<file path="config.mk">
export PLATFORM = sky130hd
export DESIGN_NAME = c2d_front
export DESIGN_NICKNAME = d
export VERILOG_FILES = /design/src/hw/rtl/c2d_pkg.sv /design/src/hw/rtl/c2d_front.sv
export SDC_FILE = /design/constraint.sdc
export NUM_CORES = 1
export LEC_CHECK = 0
export ABC_AREA = 0
export CORE_ASPECT_RATIO = 1.4
export CORE_MARGIN = 5
export CORE_UTILIZATION = 50
export CTS_CLUSTER_DIAMETER = 30
export DETAILED_ROUTE_END_ITERATION = 8
export DONT_BUFFER_PORTS = 1
export GPL_TIMING_DRIVEN = 0
export PLACE_DENSITY = 0.66
export SYNTH_ARGS = -nofsm -noshare
export SYNTH_HDL_FRONTEND = slang
export SYNTH_SLANG_ARGS = --single-unit
export TNS_END_PERCENT = 50
</file>
<file path="constraint.sdc">
create_clock -name clk -period 3.6 [get_ports clk]
set_clock_uncertainty 0.05 [all_clocks]
set_input_delay 0.36 -clock clk [delete_from_list [all_inputs] [get_ports clk]]
set_output_delay 0.36 -clock clk [all_outputs]
set_load 0.05 [all_outputs]
</file>
<file path="src/hw/rtl/c2d_pkg.sv">
// ----------------------------------------------------------------------------
// c2d_pkg
// Shared types and constants for the 2D convolution layer core.
// ----------------------------------------------------------------------------
package c2d_pkg;

  localparam int DEF_MAX_IN_CH  = 16;
  localparam int DEF_MAX_OUT_CH = 16;
  localparam int DEF_MAX_KERNEL = 7;
  localparam int DEF_MAX_ROWS   = 64;
  localparam int DEF_MAX_COLS   = 64;

  // signed width for kernel sample positions (covers row*stride and image bounds)
  localparam int POS_W   = 12;
  localparam int CFG_W   = 7;
  localparam int CFG_IDX_W = 3;

  typedef enum logic [1:0] {
    FN_LOAD_W = 2'd0,
    FN_LOAD_B = 2'd1,
    FN_LOAD_X = 2'd2,
    FN_CALC   = 2'd3
  } func_t;

  typedef enum logic [CFG_IDX_W-1:0] {
    REG_IN_CH   = 3'd0,
    REG_OUT_CH  = 3'd1,
    REG_KSIZE   = 3'd2,
    REG_STRIDE  = 3'd3,
    REG_ROWS    = 3'd4,
    REG_COLS    = 3'd5,
    REG_ENABLE  = 3'd6
  } reg_idx_t;

  typedef struct packed {
    logic [1:0]         func;
    logic [3:0]         out_channel;
    logic [3:0]         in_channel;
    logic [5:0]         tap;
    logic [5:0]         row;
    logic [5:0]         col;
    logic signed [31:0] value;
  } in_item_t;

  typedef struct packed {
    logic signed [31:0] out_value;
    logic               saturated;
  } out_item_t;

  // classified command handed from front to back
  typedef struct packed {
    in_item_t item;
    logic     in_range;
  } cmd_t;

  typedef struct packed {
    logic [4:0] in_channels;
    logic [4:0] out_channels;
    logic [2:0] kernel_size;
    logic [2:0] stride;
    logic [6:0] in_rows;
    logic [6:0] in_cols;
    logic       layer_enable;
  } cfg_t;

endpackage

</file>
<file path="src/hw/rtl/c2d_front.sv">
// ----------------------------------------------------------------------------
// c2d_front
// Accepts input transactions, range-checks them and queues them for the back.
// ----------------------------------------------------------------------------
module c2d_front import c2d_pkg::*; #(
  parameter int MAX_IN_CH  = DEF_MAX_IN_CH,
  parameter int MAX_OUT_CH = DEF_MAX_OUT_CH,
  parameter int MAX_KERNEL = DEF_MAX_KERNEL,
  parameter int MAX_ROWS   = DEF_MAX_ROWS,
  parameter int MAX_COLS   = DEF_MAX_COLS
) (
  input  logic     clk,
  input  logic     rst_n,
  input  logic     in_push,
  output logic     in_full,
  input  in_item_t in_data,
  output logic     cmd_valid,
  output cmd_t     cmd,
  input  logic     cmd_pop
);

  localparam int KSQ = MAX_KERNEL * MAX_KERNEL;

  cmd_t       q_r [2];
  logic       wp_r, wp_nxt, rp_r, rp_nxt;
  logic [1:0] cnt_r, cnt_nxt;
  logic       ch_ok, pos_ok;
  cmd_t       cls;
  logic       do_push, do_pop;

  // classify: does the item address a real store entry
  always_comb begin
    ch_ok  = 32'(in_data.in_channel) < MAX_IN_CH;
    pos_ok = ch_ok && (32'(in_data.row) < MAX_ROWS) && (32'(in_data.col) < MAX_COLS);
    cls.item = in_data;
    case (func_t'(in_data.func))
      FN_LOAD_W: cls.in_range = (32'(in_data.out_channel) < MAX_OUT_CH) && ch_ok &&
                                (32'(in_data.tap) < KSQ);
      FN_LOAD_B: cls.in_range = 32'(in_data.out_channel) < MAX_OUT_CH;
      default:   cls.in_range = pos_ok;
    endcase
  end

  assign in_full   = cnt_r == 2'd2;
  assign cmd_valid = cnt_r != 2'd0;
  assign cmd       = q_r[rp_r];
  assign do_push   = in_push && !in_full;
  assign do_pop    = cmd_pop && cmd_valid;

  always_comb begin
    wp_nxt  = do_push ? ~wp_r : wp_r;
    rp_nxt  = do_pop ? ~rp_r : rp_r;
    cnt_nxt = cnt_r + 2'(do_push) - 2'(do_pop);
  end

  // queue pointers
  always_ff @(posedge clk) begin
    if (!rst_n) begin
      wp_r  <= 1'b0;
      rp_r  <= 1'b0;
      cnt_r <= 2'd0;
    end else begin
      wp_r  <= wp_nxt;
      rp_r  <= rp_nxt;
      cnt_r <= cnt_nxt;
    end
  end

  // queue storage
  always_ff @(posedge clk) begin
    if (do_push) q_r[wp_r] <= cls;
  end

endmodule

</file>
==> impl_metrics.tcl, run 1 <==
set metrics [dict create \
    clockRootBuffer "clkbuf_16" \
    die_y_um 128 \
    p_int_mw 3.43 \
    grt_usage 0.153 \
    coreArea_um2 9790 \
    power_switching_mw 1.83 \
    syn_nets 285 \
    cts-resized-gates 0 \
    drt_iter0_markers 91 \
    yosys.area.top_type "edfxtp_1" \
    maxClockFrequency_ghz 0.478 \
    synth_warnings 0 \
    start_util 0.506 \
    max_stage_delay_ps 730 \
    ir_drop_uv 648 \
    multi_input_area_um2 1060 \
    final.fill_count 689 \
    cts.clk_slew.worst_paths_ps 50 \
    drive_gt1_frac 0.328 \
    remaining_drc_errors 0 \
    postCtsSetupBuffers 0 \
    maxCapViolCount 0 \
    regToRegSetupSlack_ps 1510 \
    end_kind "register" \
    pwr-share-seq 0.364 \
    p_sw_frac 0.348 \
    fin_crit_sh 0.581 \
    power_density_nw_per_um2 831 \
    cp_top_family "simple AND/OR/NAND/NOR gates" \
    p_comb_frac 0.328 \
    cp.required_ps 3650 \
    hold_path.class "input pin to register" \
    cellLeakagePower_nw 2.29 \
    cts_buffers 17 \
    fp.dieArea_um2 12000 \
    dieWidth_um 94.2 \
    clock-sinks 127 \
    place.gp.congestion 0.665 \
    finalCriticalPeriod_ps 2090 \
    synthesis.area_per_instance_um2 22.6 \
    p_clk_frac 0.308 \
    synthTopCellsByArea "edfxtp_1 (74%), mux2_4 (18%), buf_12 (2.4%)" \
    status "finished clean" \
    power_mw 5.26 \
    portBuffers 0 \
    htree_levels 4 \
    antenna_found_initial 0 \
    cp-start-kind "register" \
    syn-instance-count 219 \
    hpwl_mm 5.28 \
    cp_cell_sequence "nand2b_1, nand2_1, nor2_4, buf_12" \
    grt_pass1_wl_mm 13.3 \
    num_antenna_cells 0 \
    synth_cell_type_count 20 \
    std_cell_rows 43 \
    seq_area_um2 3760 \
    insertion_delay_ps 410 \
    crit_fanout 32 \
    final_cell_mix "edfxtp_1 (122), mux2_4 (60), dlygate4sd3_1 (60)" \
    cts_tree "done" \
    avgRoutedWirePerCell_um 19.3 \
    drt.antenna.violating_nets 0 \
    worst-path-buf-inv 1 \
    syn_area_um2 4960 \
    max_slew_margin 0.392 \
    synth_top_area_frac 0.739 \
    fin_worst_hold_slack_ps 24.7 \
    clock_path_buffers 2 \
    finalHoldViolations 0 \
    io_pins 127 \
    yosysSeqAreaShare 0.759 \
    nets 365 \
    path_class "register to register" \
    maxSlewViolCount 0 \
    overflow 0 \
    setup-tns-final_ps 0 \
    cpMaxStageDelayCell "nor2_4" \
    vias 2215 \
    first_pass_iters 4 \
    wl_mm 8.62 \
    crit_arrival_ps 2140 \
    routed_via_density 4.97 \
    final_common_cell "edfxtp_1" \
    area_growth_pct 27.7 \
    grt_start_max_net_pins 62 \
    max_slew.worst_pin.slew_ps 910 \
    grt_pass1_vias 2560 \
    synth-seq-cells 127 \
    finalSetupViolCount 0 \
    rsz0062_at_grt "no" \
]
## flip-flops by register name, indices dropped and copies added (netlist names), named ones only
name   count
q_r      122
rp_r       1
cnt_r      2
wp_r       1
## metal layers
metal  vias to the layer above  global-route usage  routed length [um]
met2                        74               0.265                4850
li1                       1019                   -                   -
met4                         0              0.0816                 178
met5                         -                   0                   0
met1                      1107               0.157                3090
met3                        15              0.0617                 506
## worst reg2reg max path: cells and delay by family, from the launching register on
kind	cells	cell delay, ps
simple gates	3	1050
flops	1	370
buf+inv	1	310
## worst paths after layout
| check | start | cells past startpoint | to |
|---|---|---|---|
| min | rst_n | 1 | cnt_r[0]$_SDFF_PN0_ |
| max | cnt_r[0]$_SDFF_PN0_ | 4 | q_r[0][39]$_DFFE_PP_ |
| min reg2reg | rp_r$_SDFFE_PN0P_ | 2 | rp_r$_SDFFE_PN0P_ |
| max reg2reg | cnt_r[0]$_SDFF_PN0_ | 4 | q_r[0][39]$_DFFE_PP_ |
## Yosys cell counts
master and instances:
and2_1 1, and3_1 1, buf_12 6, buf_6 1
dfxtp_1 5, edfxtp_1 122, ha_1 2, inv_1 3
mux2_2 1, mux2_4 60, mux2i_1 1, nand2_1 3
nand2b_1 2, nor2_1 4, nor3_1 1, o21a_1 1
o41ai_1 1, or2_2 1, xnor2_1 2, xor2_1 1
## power groups by stage
stage	clock network, mW	logic (mW)	registers [mW]
5_1_grt	1.73	1.80	1.93
2_1_floorplan	0	1.53	1.94
4_1_cts	1.65	1.75	1.91
3_5_place_dp	0	1.69	1.94
3_3_place_gp	0	1.66	1.95
6_report	1.62	1.73	1.91
## cell type report
cell class              instances  area share
plain buffers                   7      0.0208
clock buffers                  17      0.0672
clock inverters                14      0.0229
inverters                       3     0.00178
multi-input cells              82       0.168
flip-flops and latches        127       0.594
well taps                     135      0.0267
repair buffers                 61      0.0980
## repair_timing
action / in CTS / in global routing
endpoints found under the hold margin: 120 / 0
hold buffers: 60 / 0
endpoints found under the setup margin: 0 / 0
## kinds of logic (layout without fill, tap and decap cells)
group | Yosys count | after routing | synth area share
XOR/XNOR | 3 | 3 | 0.00530
multiplexers | 62 | 62 | 0.186
flip-flops | 127 | 127 | 0.759
adder cells (fa/ha/maj) | 2 | 2 | 0.00505
AO/OA/AOI/OAI | 2 | 2 | 0.00328
buffers and inverters | 10 | 102 | 0.0288
AND/OR/NAND/NOR | 13 | 13 | 0.0126
## per-stage QoR
stage | cells | worst slack (ps) | util | area, um^2
after floorplan | 219 | 956 | - | 4960
after global placement | 354 | 61.7 | 0.524 | 5130
after detailed placement | 355 | 1470 | 0.527 | 5160
after CTS | 446 | 1460 | 0.647 | 6330
after global routing | 446 | 1320 | 0.647 | 6330
final | 446 | 1510 | 0.647 | 6330
(Power assumes the default switching activity.)
==> run 2, diff against run 1 <==
--- a/config.mk
+++ b/config.mk
@@ -13,7 +13,7 @@
 export DETAILED_ROUTE_END_ITERATION = 8
 export DONT_BUFFER_PORTS = 1
 export GPL_TIMING_DRIVEN = 0
-export PLACE_DENSITY = 0.66
+export PLACE_DENSITY = 0.63
 export SYNTH_ARGS = -nofsm -noshare
 export SYNTH_HDL_FRONTEND = slang
 export SYNTH_SLANG_ARGS = --single-unit
==> constraint.sdc (replaced) <==
create_clock -name clk -period 2.2 [get_ports clk]
set_clock_uncertainty 0.05 [all_clocks]
set_input_delay 0.22 -clock clk [delete_from_list [all_inputs] [get_ports clk]]
set_output_delay 0.22 -clock clk [all_outputs]
set_load 0.05 [all_outputs]
==> run 2 against run 1 <==
Total power up 65%. Critical path depth down 2. Register-to-register slack worse by 1100 ps. Critical endpoint is now q_r[1][24]$_DFFE_PP_. Largest cell class unchanged. Largest power group unchanged.
==> impl_metrics.tcl, run 2 (same netlist as run 1, synthesis figures left out) <==
set metrics [dict create \
    status "finished clean" \
    reg_top3 "q_r: 122 flops, cnt_r: 2 flops" \
    clockRootBuffer "clkbuf_16" \
    final_cells 448 \
    crit_start "cnt_r[0]$_SDFF_PN0_" \
    dp_cells 356 \
    cp.required_ps 2170 \
    grt_pass1_vias 2541 \
    avgRoutedWirePerCell_um 18.5 \
    remaining_drc_errors 0 \
    maxSlewViolCount 0 \
    maxClockFrequency_ghz 0.567 \
    final.fill_count 689 \
    clock_path_buffers 2 \
    r2r_cells 2 \
    largest_reg_flops 122 \
    io_pins 127 \
    area_growth_pct 28.4 \
    regToRegSetupSlack_ps 440 \
    cts-resized-gates 0 \
    crit_arrival_ps 1730 \
    design_area_um2 6370 \
    std_cell_rows 43 \
    hold_path.class "input pin to register" \
    dieWidth_um 94.2 \
    final_common_cell "edfxtp_1" \
    vias 2207 \
    r2r-start "cnt_r[0]$_SDFF_PN0_" \
    drt_iter0_markers 69 \
    setup-tns-final_ps 0 \
    crit_end "q_r[1][24]$_DFFE_PP_" \
    clock-sinks 127 \
    seq_area_um2 3760 \
    cts_buffers 17 \
    num_antenna_cells 0 \
    top_register "q_r" \
    finalSetupViolCount 0 \
    max_slew.worst_pin.slew_ps 856 \
    drive_gt1_frac 0.323 \
    wl_mm 8.30 \
    cp-start-kind "register" \
    overflow 0 \
    hold_depth 2 \
    placed_area_um2 5180 \
    r2r_end "q_r[1][24]$_DFFE_PP_" \
    finalCriticalPeriod_ps 1760 \
    power_density_nw_per_um2 1360 \
    cellLeakagePower_nw 2.30 \
    fp.dieArea_um2 12000 \
    coreArea_um2 9790 \
    drt.antenna.violating_nets 0 \
    die_y_um 128 \
    path_class "register to register" \
    fin_crit_sh 0.801 \
    ir_drop_uv 871 \
    first_pass_iters 4 \
    multi_input_area_um2 1060 \
    final_cell_mix "edfxtp_1 (122), dlygate4sd3_1 (61), mux2_4 (60)" \
    maxCapViolCount 0 \
    grt_usage 0.147 \
    crit_fanout 61 \
    grt_start_max_net_pins 62 \
    max_slew_margin 0.429 \
    cts_tree "done" \
    finalHoldViolations 0 \
    antenna_found_initial 0 \
    rsz0062_at_grt "no" \
    start_util 0.506 \
    end_kind "register" \
    place.gp.congestion 0.671 \
    routed_via_density 4.93 \
    portBuffers 0 \
    power_mw 8.66 \
    insertion_delay_ps 400 \
    grt_pass1_wl_mm 12.7 \
    cts.clk_slew.worst_paths_ps 50 \
    nets 367 \
    htree_levels 4 \
    setup_slack_ps 437 \
    hpwl_mm 5.33 \
    pre_cts_ws_ps 415 \
]
## run 2: cell count changes in the layout (fill, tap and decap cells not counted)
cell and change:
clkinv_2 +1, inv_6 -1, dlygate4sd3_1 +1, clkbuf_1 +2, buf_12 +1, bufinv_16 +1
clkinv_4 -3
## run 2: worst min-delay path by stage
stage | to | from | slack [ps]
after CTS | q_r[1][0]$_DFFE_PP_ | in_data[58] | 3
after detailed placement | q_r[1][8]$_DFFE_PP_ | in_data[7] | 270
after global placement | q_r[1][7]$_DFFE_PP_ | in_data[6] | 270
after floorplan | q_r[0][10]$_DFFE_PP_ | in_data[9] | 270
after global routing | q_r[1][0]$_DFFE_PP_ | in_data[44] | 30
final | q_r[1][0]$_DFFE_PP_ | in_data[58] | 20
## run 2: worst max-delay path: stages (launching register included)
cell	delay, ps
dfxtp_1	360
nand2b_1	170
and3_4	780
## run 2: layout make-up
cell class / count / share of cell area
flip-flops and latches: 127 / 0.591
plain buffers: 7 / 0.0206
multi-input cells: 82 / 0.167
clock buffers: 19 / 0.0680
well taps: 135 / 0.0265
inverters: 3 / 0.00177
repair buffers: 63 / 0.102
clock inverters: 12 / 0.0228
## run 2: per-stage QoR
stage                      util  hold WS (ps)
after floorplan               -           269
after global placement    0.524           269
after detailed placement  0.529           269
after CTS                 0.650          3.00
after global routing      0.650          25.7
final                     0.650          23.8
## run 2: what timing repair did
action,CTS,global route
setup buffers,0,0
hold buffers,61,0
endpoints found under the hold margin,127,0
## run 2: metal layers
metal	routed length (um)	share of wire	global-route usage	vias up
li1	-	-	-	1025
met1	2800	0.34	0.135	1102
met2	4860	0.59	0.274	72
met3	521	0.063	0.0605	8
met4	117	0.014	0.0689	0
met5	0	0	0	-
## run 2: where the power goes
group | total, mW | leakage, nW | switching (mW) | internal, mW
combinational | 2.85 | 0.851 | 1.92 | 0.932
clock | 2.68 | 0.276 | 0.917 | 1.76
sequential | 3.13 | 1.18 | 0.0914 | 3.04
total | 8.66 | 2.30 | 2.93 | 5.73
